--- config.mk ---
export PLATFORM = sky130hd
export DESIGN_NAME = cscan_disk_scheduler
export DESIGN_NICKNAME = d
export VERILOG_FILES = /design/src/rtl/cscan_pkg.sv /design/src/rtl/cscan_cfg.sv /design/src/rtl/cscan_store.sv /design/src/rtl/cscan_emit.sv /design/src/rtl/cscan_disk_scheduler.sv
export VERILOG_INCLUDE_DIRS = /design/src /design/src/rtl
export SDC_FILE = /design/constraint.sdc
export NUM_CORES = 1
export LEC_CHECK = 0
export BUFFER_PORTS_ARGS = -buffer_cell sky130_fd_sc_hd__buf_2
export CAP_MARGIN = 10
export CORE_ASPECT_RATIO = 1.75
export CORE_MARGIN = 2
export CORE_UTILIZATION = 49
export DETAILED_ROUTE_END_ITERATION = 8
export PLACE_DENSITY = 0.68
export SYNTH_ARGS = -nofsm -noshare
export SYNTH_HDL_FRONTEND = slang
export SYNTH_SLANG_ARGS = --single-unit
--- constraint.sdc ---
create_clock -name i_clk -period 9.8 [get_ports i_clk]
set_clock_uncertainty 0.2 [all_clocks]
set_input_delay 0.98 -clock i_clk [delete_from_list [all_inputs] [get_ports i_clk]]
set_output_delay 0.98 -clock i_clk [all_outputs]
set_load 0.05 [all_outputs]
--- src/rtl/cscan_disk_scheduler_defines.svh ---
// Assertion macros used by the scheduler top level.
// Each macro expands to a concurrent assertion in simulation and to nothing in synthesis.
`ifndef CSCAN_DISK_SCHEDULER_DEFINES_SVH
`define CSCAN_DISK_SCHEDULER_DEFINES_SVH

`ifndef SYNTHESIS

// The consequent must hold in the same cycle as the antecedent.
`define CSCAN_ASSERT_IMP(label, clk, rst_n, ante, cons) \
    label: assert property (@(posedge clk) disable iff (!rst_n) (ante) |-> (cons)) \
        else $error("cscan: same-cycle check failed");

// The consequent must hold in the cycle after the antecedent.
`define CSCAN_ASSERT_NEXT(label, clk, rst_n, ante, cons) \
    label: assert property (@(posedge clk) disable iff (!rst_n) (ante) |=> (cons)) \
        else $error("cscan: next-cycle check failed");

`else

`define CSCAN_ASSERT_IMP(label, clk, rst_n, ante, cons)
`define CSCAN_ASSERT_NEXT(label, clk, rst_n, ante, cons)

`endif

`endif

--- src/rtl/cscan_pkg.sv ---
`default_nettype none

package cscan_pkg;

    localparam int MAX_REQUESTS = 32;
    localparam int TRACK_W      = 16;
    localparam int TOTAL_W      = TRACK_W + 1;
    localparam int SUM_W        = 22;
    localparam int CNT_W        = $clog2(MAX_REQUESTS + 1);
    localparam int ADDR_W       = (MAX_REQUESTS > 1) ? $clog2(MAX_REQUESTS) : 1;
    localparam int EMIT_W       = $clog2(MAX_REQUESTS + 4);
    localparam int EXT_W        = 2;
    localparam int CFG_IDX_W    = 1;

    localparam logic [TRACK_W-1:0]   TRACK_MAX = '1;
    // Number of positions added to the requests: track 0, head and top.
    localparam logic [EXT_W-1:0]     EXT_N     = EXT_W'(3);

    localparam logic [CFG_IDX_W-1:0] REG_HEAD  = CFG_IDX_W'(0);
    localparam logic [CFG_IDX_W-1:0] REG_TOTAL = CFG_IDX_W'(1);

    typedef struct packed {
        logic [TRACK_W-1:0] head;
        logic [TRACK_W-1:0] top;
    } t_cfg;

    typedef struct packed {
        logic               start;
        logic [TRACK_W-1:0] value;
        logic [ADDR_W-1:0]  count;
    } t_ins_req;

    typedef struct packed {
        logic              en;
        logic [ADDR_W-1:0] addr;
    } t_rd_req;

    typedef struct packed {
        logic             start;
        logic [CNT_W-1:0] count;
    } t_emit_req;

    function automatic logic [TRACK_W-1:0] sat_track(input logic [TRACK_W-1:0] v,
                                                     input logic [TRACK_W-1:0] top);
        return (v > top) ? top : v;
    endfunction

endpackage

`default_nettype wire

--- src/rtl/cscan_cfg.sv ---
`default_nettype none

module cscan_cfg import cscan_pkg::*; (
    input  logic                 i_clk,
    input  logic                 i_rst_n,
    input  logic                 i_cfg_valid,
    output logic                 o_cfg_ready,
    input  logic [CFG_IDX_W-1:0] i_cfg_index,
    input  logic [TOTAL_W-1:0]   i_cfg_data,
    output t_cfg                 o_cfg
);

    logic [TRACK_W-1:0] r_head;
    logic [TRACK_W-1:0] r_top;
    logic [TRACK_W-1:0] n_top;
    logic [TOTAL_W-1:0] total_m1;

    assign o_cfg_ready = 1'b1;

    // The highest track is kept instead of the track count itself.
    assign total_m1 = i_cfg_data - TOTAL_W'(1);

    always_comb begin
        if (i_cfg_data == '0) begin
            n_top = '0;
        end else if (total_m1 > {1'b0, TRACK_MAX}) begin
            n_top = TRACK_MAX;
        end else begin
            n_top = total_m1[TRACK_W-1:0];
        end
    end

    always_ff @(posedge i_clk) begin
        if (!i_rst_n) begin
            r_head <= '0;
            r_top  <= TRACK_MAX;
        end else if (i_cfg_valid) begin
            unique case (i_cfg_index)
                REG_HEAD:  r_head <= i_cfg_data[TRACK_W-1:0];
                REG_TOTAL: r_top  <= n_top;
                default: ;
            endcase
        end
    end

    assign o_cfg.head = r_head;
    assign o_cfg.top  = r_top;

endmodule

`default_nettype wire

--- src/rtl/cscan_store.sv ---
`default_nettype none

module cscan_store import cscan_pkg::*; (
    input  logic               i_clk,
    input  logic               i_rst_n,
    input  t_ins_req           i_ins,
    output logic               o_ins_done,
    input  t_rd_req            i_rd,
    output logic [TRACK_W-1:0] o_rd_data
);

    typedef enum logic [1:0] {S_IDLE, S_LOOK, S_CMP} t_state;

    t_state             r_state, n_state;
    logic [ADDR_W-1:0]  r_pos, n_pos;
    logic [TRACK_W-1:0] r_val, n_val;
    logic [TRACK_W-1:0] r_rdata;
    logic [TRACK_W-1:0] mem [MAX_REQUESTS];

    logic               we;
    logic [TRACK_W-1:0] wdata;
    logic               ins_re;
    logic               re;
    logic [ADDR_W-1:0]  raddr;

    // Insertion walks down from the hole at the end of the list. Each step
    // reads the entry below the hole and either moves it up or drops the new
    // value into the hole. The read (hole - 1) and the write (hole) never
    // touch the same entry in one cycle.
    always_comb begin
        n_state    = r_state;
        n_pos      = r_pos;
        n_val      = r_val;
        we         = 1'b0;
        wdata      = r_val;
        ins_re     = 1'b0;
        o_ins_done = 1'b0;
        unique case (r_state)
            S_IDLE: begin
                if (i_ins.start) begin
                    n_val   = i_ins.value;
                    n_pos   = i_ins.count;
                    n_state = S_LOOK;
                end
            end
            S_LOOK: begin
                if (r_pos == '0) begin
                    we         = 1'b1;
                    o_ins_done = 1'b1;
                    n_state    = S_IDLE;
                end else begin
                    ins_re  = 1'b1;
                    n_state = S_CMP;
                end
            end
            S_CMP: begin
                we = 1'b1;
                if (r_rdata > r_val) begin
                    wdata   = r_rdata;
                    n_pos   = r_pos - 1'b1;
                    n_state = S_LOOK;
                end else begin
                    o_ins_done = 1'b1;
                    n_state    = S_IDLE;
                end
            end
            default: n_state = S_IDLE;
        endcase
    end

    // The emitter only reads while no insertion runs.
    assign re    = ins_re | i_rd.en;
    assign raddr = ins_re ? (r_pos - 1'b1) : i_rd.addr;

    always_ff @(posedge i_clk) begin
        if (!i_rst_n) begin
            r_state <= S_IDLE;
        end else begin
            r_state <= n_state;
        end
        r_pos <= n_pos;
        r_val <= n_val;
    end

    always_ff @(posedge i_clk) begin
        if (we) begin
            mem[r_pos] <= wdata;
        end
        if (re) begin
            r_rdata <= mem[raddr];
        end
    end

    assign o_rd_data = r_rdata;

endmodule

`default_nettype wire

--- src/rtl/cscan_emit.sv ---
`default_nettype none

module cscan_emit import cscan_pkg::*; (
    input  logic               i_clk,
    input  logic               i_rst_n,
    input  t_cfg               i_cfg,
    input  t_emit_req          i_start,
    output logic               o_done,
    output t_rd_req            o_rd,
    input  logic [TRACK_W-1:0] i_rd_data,
    output logic               o_out_valid,
    input  logic               i_out_ready,
    output logic [TRACK_W-1:0] o_service_track,
    output logic [TRACK_W-1:0] o_move_distance,
    output logic [SUM_W-1:0]   o_total_movement,
    output logic               o_last_out
);

    typedef enum logic [1:0] {E_IDLE, E_FETCH, E_PICK} t_state;

    t_state             r_state, n_state;
    logic               r_pass, n_pass;
    logic [CNT_W-1:0]   r_cnt, n_cnt;
    logic [CNT_W-1:0]   r_ri, n_ri;
    logic [EXT_W-1:0]   r_ei, n_ei;
    logic [EMIT_W-1:0]  r_emitted, n_emitted;
    logic [TRACK_W-1:0] r_ext_lo, n_ext_lo;
    logic [TRACK_W-1:0] r_ext_hi, n_ext_hi;
    logic [TRACK_W-1:0] r_prev, n_prev;
    logic [SUM_W-1:0]   r_sum, n_sum;
    logic               r_out_valid, n_out_valid;
    logic [TRACK_W-1:0] r_track, n_track;
    logic [TRACK_W-1:0] r_dist, n_dist;
    logic               r_last, n_last;

    logic               req_ok;
    logic               ext_ok;
    logic [TRACK_W-1:0] rv;
    logic [TRACK_W-1:0] ev;
    logic               take_req;
    logic [TRACK_W-1:0] v;
    logic               keep;
    logic               slot_free;
    logic [TRACK_W-1:0] move_dist;

    assign req_ok    = r_ri < r_cnt;
    assign ext_ok    = r_ei != EXT_N;
    assign rv        = sat_track(i_rd_data, i_cfg.top);
    assign slot_free = !r_out_valid || i_out_ready;

    always_comb begin
        case (r_ei)
            EXT_W'(0): ev = '0;
            EXT_W'(1): ev = r_ext_lo;
            default:   ev = r_ext_hi;
        endcase
    end

    // Merge of the sorted store with the three added positions. The first
    // pass keeps positions at or above the head, the second those below it.
    assign take_req = req_ok && (!ext_ok || rv < ev);
    assign v        = take_req ? rv : ev;
    assign keep     = r_pass ? (v < i_cfg.head) : (v >= i_cfg.head);
    assign move_dist = (r_emitted == '0) ? '0 : ((v >= r_prev) ? v - r_prev : r_prev - v);

    always_comb begin
        n_state     = r_state;
        n_pass      = r_pass;
        n_cnt       = r_cnt;
        n_ri        = r_ri;
        n_ei        = r_ei;
        n_emitted   = r_emitted;
        n_ext_lo    = r_ext_lo;
        n_ext_hi    = r_ext_hi;
        n_prev      = r_prev;
        n_sum       = r_sum;
        n_track     = r_track;
        n_dist      = r_dist;
        n_last      = r_last;
        n_out_valid = r_out_valid && !i_out_ready;
        o_done      = 1'b0;
        o_rd.en     = 1'b0;
        o_rd.addr   = r_ri[ADDR_W-1:0];
        unique case (r_state)
            E_IDLE: begin
                if (i_start.start) begin
                    n_cnt     = i_start.count;
                    n_ri      = '0;
                    n_ei      = '0;
                    n_pass    = 1'b0;
                    n_emitted = '0;
                    n_sum     = '0;
                    n_ext_lo  = (i_cfg.head < i_cfg.top) ? i_cfg.head : i_cfg.top;
                    n_ext_hi  = (i_cfg.head < i_cfg.top) ? i_cfg.top : i_cfg.head;
                    n_state   = E_FETCH;
                end
            end
            E_FETCH: begin
                o_rd.en = req_ok;
                n_state = E_PICK;
            end
            E_PICK: begin
                if (!req_ok && !ext_ok) begin
                    if (!r_pass) begin
                        n_pass  = 1'b1;
                        n_ri    = '0;
                        n_ei    = '0;
                        n_state = E_FETCH;
                    end else if (slot_free) begin
                        // The running total lives in the result register, so
                        // the walk ends only once the final item is taken.
                        o_done  = 1'b1;
                        n_state = E_IDLE;
                    end
                end else if (!keep || slot_free) begin
                    if (take_req) begin
                        n_ri    = r_ri + 1'b1;
                        n_state = E_FETCH;
                    end else begin
                        n_ei = r_ei + 1'b1;
                    end
                    if (keep) begin
                        n_out_valid = 1'b1;
                        n_track     = v;
                        n_dist      = move_dist;
                        n_sum       = r_sum + SUM_W'(move_dist);
                        n_last      = r_emitted == (EMIT_W'(r_cnt) + EMIT_W'(2));
                        n_prev      = v;
                        n_emitted   = r_emitted + 1'b1;
                    end
                end
            end
            default: n_state = E_IDLE;
        endcase
    end

    always_ff @(posedge i_clk) begin
        if (!i_rst_n) begin
            r_state     <= E_IDLE;
            r_out_valid <= 1'b0;
        end else begin
            r_state     <= n_state;
            r_out_valid <= n_out_valid;
        end
        r_pass    <= n_pass;
        r_cnt     <= n_cnt;
        r_ri      <= n_ri;
        r_ei      <= n_ei;
        r_emitted <= n_emitted;
        r_ext_lo  <= n_ext_lo;
        r_ext_hi  <= n_ext_hi;
        r_prev    <= n_prev;
        r_sum     <= n_sum;
        r_track   <= n_track;
        r_dist    <= n_dist;
        r_last    <= n_last;
    end

    assign o_out_valid      = r_out_valid;
    assign o_service_track  = r_track;
    assign o_move_distance  = r_dist;
    assign o_total_movement = r_sum;
    assign o_last_out       = r_last;

endmodule

`default_nettype wire

--- src/rtl/cscan_disk_scheduler.sv ---
// The block takes a new request only once the insertion walk of the previous one through the
// sorted store has ended, and takes none while a batch is being emitted.
// Reset (synchronous, active low) empties the batch, sets head to 0 and the track count
// to 65536; the sorted store itself is not cleared and needs no clearing pass.
`default_nettype none
`include "cscan_disk_scheduler_defines.svh"

module cscan_disk_scheduler import cscan_pkg::*; (
    input  logic                 i_clk,
    input  logic                 i_rst_n,

    // Configuration write channel.
    input  logic                 i_cfg_valid,
    output logic                 o_cfg_ready,
    input  logic [CFG_IDX_W-1:0] i_cfg_index,
    input  logic [TOTAL_W-1:0]   i_cfg_data,

    // Request channel.
    input  logic                 i_in_valid,
    output logic                 o_in_ready,
    input  logic [TRACK_W-1:0]   i_request_track,
    input  logic                 i_last_request,

    // Schedule channel.
    output logic                 o_out_valid,
    input  logic                 i_out_ready,
    output logic [TRACK_W-1:0]   o_service_track,
    output logic [TRACK_W-1:0]   o_move_distance,
    output logic [SUM_W-1:0]     o_total_movement,
    output logic                 o_last_out
);

    // The block works in three phases. While idle it takes one request item,
    // saturates it to the highest track and hands it to the store, which
    // inserts it into an ascending list held in a synchronous memory. Once
    // the item marked last has been stored (or dropped, if the list is full),
    // the emitter walks the list twice, merging in track 0, the head and the
    // highest track. The first walk delivers every position at or above the
    // head, the second every position below it, which is the circular-scan
    // order. The result register sits between the emitter and the output, and
    // the walk stalls on a kept position while a finished item waits there.

    typedef enum logic [1:0] {T_IDLE, T_INS, T_EMIT} t_state;

    t_state             r_state, n_state;
    logic [CNT_W-1:0]   r_count, n_count;
    logic               r_last, n_last;

    t_cfg               cfg;
    t_ins_req           ins_req;
    logic               ins_done;
    t_emit_req          emit_req;
    logic               emit_done;
    t_rd_req            rd_req;
    logic [TRACK_W-1:0] rd_data;
    logic               in_acc;
    logic [TRACK_W-1:0] req_sat;

    cscan_cfg u_cfg (
        .i_clk       (i_clk),
        .i_rst_n     (i_rst_n),
        .i_cfg_valid (i_cfg_valid),
        .o_cfg_ready (o_cfg_ready),
        .i_cfg_index (i_cfg_index),
        .i_cfg_data  (i_cfg_data),
        .o_cfg       (cfg)
    );

    cscan_store u_store (
        .i_clk      (i_clk),
        .i_rst_n    (i_rst_n),
        .i_ins      (ins_req),
        .o_ins_done (ins_done),
        .i_rd       (rd_req),
        .o_rd_data  (rd_data)
    );

    cscan_emit u_emit (
        .i_clk            (i_clk),
        .i_rst_n          (i_rst_n),
        .i_cfg            (cfg),
        .i_start          (emit_req),
        .o_done           (emit_done),
        .o_rd             (rd_req),
        .i_rd_data        (rd_data),
        .o_out_valid      (o_out_valid),
        .i_out_ready      (i_out_ready),
        .o_service_track  (o_service_track),
        .o_move_distance  (o_move_distance),
        .o_total_movement (o_total_movement),
        .o_last_out       (o_last_out)
    );

    // A request item is taken only while idle; the store and the
    // emitter share the memory, so only one of them runs at a time.
    assign o_in_ready = (r_state == T_IDLE);
    assign in_acc     = i_in_valid && o_in_ready;
    assign req_sat    = sat_track(i_request_track, cfg.top);

    always_comb begin
        n_state        = r_state;
        n_count        = r_count;
        n_last         = r_last;
        ins_req.start  = 1'b0;
        ins_req.value  = req_sat;
        ins_req.count  = r_count[ADDR_W-1:0];
        emit_req.start = 1'b0;
        emit_req.count = r_count;
        unique case (r_state)
            T_IDLE: begin
                if (in_acc) begin
                    if (r_count < CNT_W'(MAX_REQUESTS)) begin
                        ins_req.start = 1'b1;
                        n_last        = i_last_request;
                        n_state       = T_INS;
                    end else if (i_last_request) begin
                        // The list is full: the request is dropped, but its
                        // last mark still starts the schedule.
                        emit_req.start = 1'b1;
                        n_state        = T_EMIT;
                    end
                end
            end
            T_INS: begin
                if (ins_done) begin
                    n_count = r_count + 1'b1;
                    if (r_last) begin
                        emit_req.start = 1'b1;
                        emit_req.count = n_count;
                        n_state        = T_EMIT;
                    end else begin
                        n_state = T_IDLE;
                    end
                end
            end
            T_EMIT: begin
                if (emit_done) begin
                    n_count = '0;
                    n_state = T_IDLE;
                end
            end
            default: n_state = T_IDLE;
        endcase
    end

    always_ff @(posedge i_clk) begin
        if (!i_rst_n) begin
            r_state <= T_IDLE;
            r_count <= '0;
            r_last  <= 1'b0;
        end else begin
            r_state <= n_state;
            r_count <= n_count;
            r_last  <= n_last;
        end
    end

    // The stored request count never passes the list size.
    `CSCAN_ASSERT_IMP(a_count_bound, i_clk, i_rst_n, 1'b1, r_count <= CNT_W'(MAX_REQUESTS))
    // The store reports a finished insertion only while one is pending.
    `CSCAN_ASSERT_IMP(a_ins_done_phase, i_clk, i_rst_n, ins_done, r_state == T_INS)
    // The emitter finishes only inside the emission phase.
    `CSCAN_ASSERT_IMP(a_emit_done_phase, i_clk, i_rst_n, emit_done, r_state == T_EMIT)
    // A request taken while the list has room always starts an insertion.
    `CSCAN_ASSERT_NEXT(a_acc_inserts, i_clk, i_rst_n,
        in_acc && (r_count < CNT_W'(MAX_REQUESTS)), r_state == T_INS)

endmodule

`default_nettype wire

[Yosys cells after proc, flatten, opt, wreduce, memory -nomap -nowiden]
Memory sizes are Yosys's and may differ from the RTL's. A register that Yosys moved wholly into a read port is not among the register bits.
Cells that the tools add are included.
Word-level totals
  bits in writable memories: 512
  word-level logic and storage cells: 196
  register bits after elaboration: 175
  memories kept: 1
  bits of input ports: 40
Cells by class
  muxes and demuxes: 89
  add/sub/neg operators: 10
  $lt $le $gt $ge: 11
  bitwise operators: 3
  reduce and logical (&&, ||, !) cells: 36
  equal/unequal tests: 25
Memories
  u_store.mem: depth 32, width 16, read ports 1, clocked after Yosys merged registers in 1, write ports 1, line cscan_store.sv:18  | logic [TRACK_W-1:0] mem [MAX_REQUESTS];
Operator list (number)
  $mux 16: 11
  $mux 22: 4
  $mux 6: 11
  $gt 16x16->1: 3
  $lt 16x16->1: 3
  $pmux 22 s2: 1
  $mux 2: 19
  $pmux 6 s2: 3
  $ge 16x16->1: 2
  $pmux 16 s2: 1
  $sub 16x16->16: 2
  $mux 1: 25
  $add 22x16->22: 1
  $add 6x1->6 const B: 3
  $pmux 2 s3: 3
  $gt 17x16->1 const B: 1
  $logic_not 17->1: 1
  $sub 17x1->17 const B: 1
  $mux 5: 3
  $reduce_and 5->1: 3
  $mux 7: 2
  $ne 2x2->1 const B: 6
  $reduce_and 3->1: 4
  $reduce_and 4->1: 3
  25 further kinds: 58

[Logic depth before layout (Yosys ltp)]
  depth in word-level cells: 14
  depth in mapped cells: 44
  depth with buffers taken out: 40

[Hierarchy]
Synthesis repeated with hierarchy kept, for this count alone.
Unflattened totals
  cell total of the unflattened synthesis: 3456
  area total of the unflattened synthesis: 39050.0 um2
By module, submodules not included
  cscan_store: times used 1, sequential area each 16525.8 um2, area each 26802.0 um2, cells each 2165
  cscan_emit: times used 1, sequential area each 3303.2 um2, area each 9266.4 um2, cells each 922
  cscan_disk_scheduler: times used 1, sequential area each 180.2 um2, area each 1524.0 um2, cells each 196
  cscan_cfg: times used 1, sequential area each 640.6 um2, area each 1457.6 um2, cells each 173

[Least setup slack after synthesis]
Ideal clock, no wire load.
  path kind: reg-to-reg
  from: register u_cfg.r_top[14]
  to: register u_emit.r_sum[13], in the netlist u_emit.o_total_movement[13] (data pin)
  clock period less this slack: 9201 ps
  data arrival time: 8735 ps
  stages on the path, launching flop included: 42
  slack: 599 ps
  cell sequence: dfxtp_1 > inv_1 > ha_1 > and4_1 > and4bb_2 > a221oi_1 > a21oi_2 > clkbuf_1 > mux2i_1 > inv_1 > ha_1 > a21o_1 > a21oi_1 > nor2b_1 > o21ai_0 > a211o_1 > o2111ai_1 > a31oi_1 > [6 not listed] > a31oi_1 > nor3_1 > o31ai_1 > nand2_1 > clkbuf_1 > clkbuf_1 > mux2_2 > nor2_1 > ha_1 > a21o_1 > a21o_1 > a2111oi_0 > o21ai_0 > a311oi_1 > o21bai_1 > a21oi_1 > xor2_1 > nor2_1
On the way
  word-level cells in the longest chain between the ends: 14
Ends and longest elaborated chain
  start, declared: line cscan_cfg.sv:14  | logic [TRACK_W-1:0] r_top;
  start signal, assigned: line cscan_cfg.sv:40  | REG_TOTAL: r_top <= n_top;
  $gt 16x16->1: line cscan_pkg.sv:45  | return (v > top) ? top : v;
  $mux 16 *: line cscan_pkg.sv:45
  $lt 16x16->1: line cscan_emit.sv:61  | assign take_req = req_ok && (!ext_ok || rv < ev);
  $logic_or 1x1->1: line cscan_emit.sv:61
  $logic_and 1x1->1: line cscan_emit.sv:61
  $mux 16 *: line cscan_emit.sv:62  | assign v = take_req ? rv : ev;
  named net u_emit.v[1]: line cscan_emit.sv:41  | logic [TRACK_W-1:0] v;
  $sub 16x16->16 / $ge 16x16->1 (equally long branches): line cscan_emit.sv:64  | assign move_dist = (r_emitted == '0) ? '0 : ((v >= r_prev) ? v - r_prev : r_prev - v);
  $mux 16 * (2 in a row): line cscan_emit.sv:64
  named net u_emit.move_dist[1]: line cscan_emit.sv:44  | logic [TRACK_W-1:0] move_dist;
  $add 22x16->22 *: line cscan_emit.sv:126  | n_sum = r_sum + SUM_W'(move_dist);
  $mux 22 *: line cscan_emit.sv:122  | if (keep) begin
  $mux 22 *: line cscan_emit.sv:115  | end else if (!keep || slot_free) begin
  $mux 22 *: line cscan_emit.sv:103  | if (!req_ok && !ext_ok) begin
  $pmux 22 s2 *: line cscan_emit.sv:84  | unique case (r_state)
  end signal, assigned: line cscan_emit.sv:153  | r_sum <= n_sum;
  end, declared: line cscan_emit.sv:30  | logic [SUM_W-1:0] r_sum, n_sum;
Mark *: on every way through the listed nets, which the timed path passes. The rest lies on a longest branch. The select of a mux whose other input is x is not followed.
A chain may end at the register's enable or synchronous reset.

[Worst setup path in the final report]
  from: register u_cfg.r_top[7]
  to: register u_emit.r_sum[20], in the netlist u_emit.o_total_movement[20] (data pin)
Same word-level chain as after synthesis.

==> results.json <==
{
  "drt-vias-per-instance": 5.889,
  "min_path_cells": 2,
  "hold_violations": 0,
  "finalNetCount": 2644,
  "grt_max_degree": 107,
  "dp_hpwl_microns": 60450,
  "cp.arrival_ns": 9.39,
  "hold_start": "u_cfg.r_head[9]",
  "syn_inst": 2280,
  "r2r_slack_ns": 0.57,
  "ys_warn_count": 0,
  "critPathRequiredTime_ns": 9.96,
  "synthFlopType": "edfxtp_1",
  "first_pass_iters": 5,
  "h-tree-depth": 3,
  "tightest_slew_ns": 1.232,
  "synth_edf_count": 657,
  "place_ws_ns": 0.2242,
  "ys_seq_elements": 703,
  "io_buffers": 96,
  "antenna_found_initial": 1,
  "ir_drop_mv": 0.1492,
  "fin_crit_sh_pct": 94.21,
  "regArea_sq_um": 20650,
  "crit_fanout": 23,
  "syn_area_per_cell_sq_um": 14.73,
  "fill_cells": 5398,
  "die_y_microns": 350.3,
  "period_needed_ns": 9.232,
  "criticalPathCategory": "reg2reg",
  "cts_buffer_depth": 3,
  "async_reset_ff_share_pct": 0,
  "min_to": "u_cfg.r_head[9]",
  "fmax_ghz": 0.1083,
  "maxCapViolations": 0,
  "slew_viol_final": 0,
  "antenna_left": 0,
  "grt.total_usage_pct": 24.78,
  "vias": 19980,
  "crit_path_top_delay_cell": "mux2i_1",
  "layout_setup_ws_ns": 0.5678,
  "ff2ff_path_depth": 38,
  "p_per_area_nw_per_um2": 188.3,
  "cts-buffers-inserted": 66,
  "clock_latency_ns": 0.64,
  "final_util_pct": 55.51,
  "floorplan.io_pins": 98,
  "path_clk_slew_ns": 0.07,
  "rows": 127,
  "initial_core_util_pct": 49.25,
  "p_leak_nw": 14.47,
  "outcome": "finished, final reports clean",
  "grt_pass1_vias": 20950,
  "overflow": 0,
  "multi_input_area_sq_um": 12160,
  "hold_path_class": "reg2reg",
  "cts_tree": "built",
  "tns_ns": 0,
  "drive_above_1_share_pct": 19.94,
  "synth_area_sq_um": 33570,
  "max_stage_delay_ns": 0.51,
  "final_area_sq_um": 37840,
  "wl_microns": 86470,
  "gp_congestion": 0.9408,
  "ys_seq_area_share_pct": 61.50,
  "grt_pass1_wl_microns": 129100,
  "first_iter_violations": 1314,
  "r2r_start": "u_cfg.r_top[7]",
  "syn2layout_area_growth_pct": 12.70,
  "placed_cell_area_sq_um": 35510,
  "rsz0062_at_grt": "no",
  "start_kind": "flip-flop",
  "die_x_microns": 201.9,
  "wl_per_cell_microns": 25.49,
  "r2r-end": "u_emit.o_total_movement[20]",
  "clkSinkCount": 703,
  "cts-root-buf": "clkbuf_16",
  "cts_hold_buffers": 0,
  "drc": 0,
  "layout_commonest_cell": "edfxtp_1",
  "core_area_sq_um": 68170,
  "mostFrequentLayoutCells": "edfxtp_1 (657), ha_1 (165), nor2_1 (141), mux2i_1 (131), mux4_2 (128)",
  "die-area_sq_um": 70710,
  "setup_viol": 0,
  "synthDistinctLibCells": 93,
  "synth_fp_nets": 2488,
  "slew_headroom_pct": 16.83,
  "end_kind": "flip-flop"
}
[per-stage QoR]
stage / instances / hold WS, ns / power [W]
5_1_grt: 3391 / 0.3283 / 0.007366
3_5_place_dp: 3267 / 0.3019 / 0.004516
3_3_place_gp: 3267 / 0.2867 / 0.004501
2_1_floorplan: 2280 / 0.2603 / 0.004146
6_report: 3392 / 0.3123 / 0.007125
4_1_cts: 3387 / 0.3116 / 0.007171
[registers in the layout, summed over array words and instances, names as in the netlist, 16 cells and up]
register,cells
u_emit.r_ext_lo,16
u_store.r_val,16
u_cfg.r_top,16
u_emit.o_total_movement,22
u_store.o_rd_data,16
u_cfg.r_head,16
u_emit.r_prev,16
u_emit.r_ext_hi,16
u_store.mem,512
u_emit.o_move_distance,16
[cell usage after synthesis, drive strengths merged, types with 9 or more instances]
master,number,area share [%]
a21oi,100,1.5
xnor2,34,0.91
mux4,128,8.6
ha,165,6.1
or3,10,0.19
nor3,32,0.51
and3,10,0.19
nor4,9,0.26
and2,10,0.19
mux2,21,0.70
a221oi,20,0.52
nand4,18,0.34
buf,40,0.73
nand2b,23,0.43
edfxtp,657,59
nor2,142,1.6
o21a,12,0.27
a21boi,20,0.45
o21ai,61,0.91
dfxtp,46,2.7
a21o,49,1.1
nor3b,18,0.44
nand2,125,1.4
mux2i,138,4.1
a22o,17,0.44
nand3,41,0.63
xor2,30,0.78
nor2b,28,0.52
clkbuf,56,0.66
inv,120,1.3
[kinds of logic (layout without fill, tap and decap cells)]
logic type | after synthesis | in the layout | share of synthesized area (%)
muxes | 287 | 287 | 13.40
buffers and inverters | 220 | 428 | 2.862
and+or+nand+nor | 490 | 490 | 7.297
xor gates and xnor gates | 64 | 64 | 1.692
AOI/OAI and AO/OA | 347 | 347 | 6.902
adders and majority gates | 168 | 168 | 6.328
DFF | 703 | 703 | 61.50
other | 1 | 2 | 0.01117
[per-layer routing]
metal  global-route usage, %  vias up  share of wire [%]
met2                   47.24      545                 55
met3                   2.870      179                4.1
met4                   14.02        2                5.8
met1                   26.27    10170                 35
li1                        -     9081                  -
met5                       0        -              0.020
[what timing repair did]
action	4_1_cts	5_1_grt
setup buffers	0	4
resized for setup	0	14
endpoints found under the setup margin	0	11
[cell type report]
| class | instances | share of cell area [%] |
|---|---|---|
| tap | 903 | 2.986 |
| inverter | 120 | 1.190 |
| antenna | 1 | 0.006613 |
| timing repair buffer | 188 | 3.171 |
| clock buffer | 76 | 4.573 |
| multi-input combinational | 1357 | 32.12 |
| clock inverter | 44 | 1.376 |
| sequential | 703 | 54.57 |
[power breakdown]
part | leakage [nW] | switching (W) | internal, W
logic | 7.01 | 0.000651 | 0.000412
clock network | 1.09 | 0.00116 | 0.00150
registers | 6.37 | 0.0000355 | 0.00336
[worst max-delay path: cells and delay by family (launching register included)]
family	cells	cell delay (ns)
xor gates and xnor gates	2	0.51
and+or+nand+nor	9	1.00
buffers and inverters	6	1.00
DFF	1	0.39
muxes	3	1.30
AOI/OAI and AO/OA	14	3.10
adders and majority gates	4	1.43
[worst max-delay path by stage]
stage	start	to	depth (start not counted)	slack [ns]
4_1_cts	u_cfg.r_top[13]	u_emit.o_total_movement[13]	38	0.11
5_1_grt	u_cfg.r_top[7]	u_emit.o_total_movement[19]	42	0.02
2_1_floorplan	u_cfg.r_top[14]	u_emit.o_total_movement[13]	41	0.60
3_5_place_dp	u_cfg.r_top[13]	u_emit.o_total_movement[13]	38	0.22
3_3_place_gp	u_cfg.r_top[13]	u_emit.o_total_movement[13]	37	0.40
6_report	u_cfg.r_top[7]	u_emit.o_total_movement[20]	38	0.57
Power figures use the tool's default switching activity.
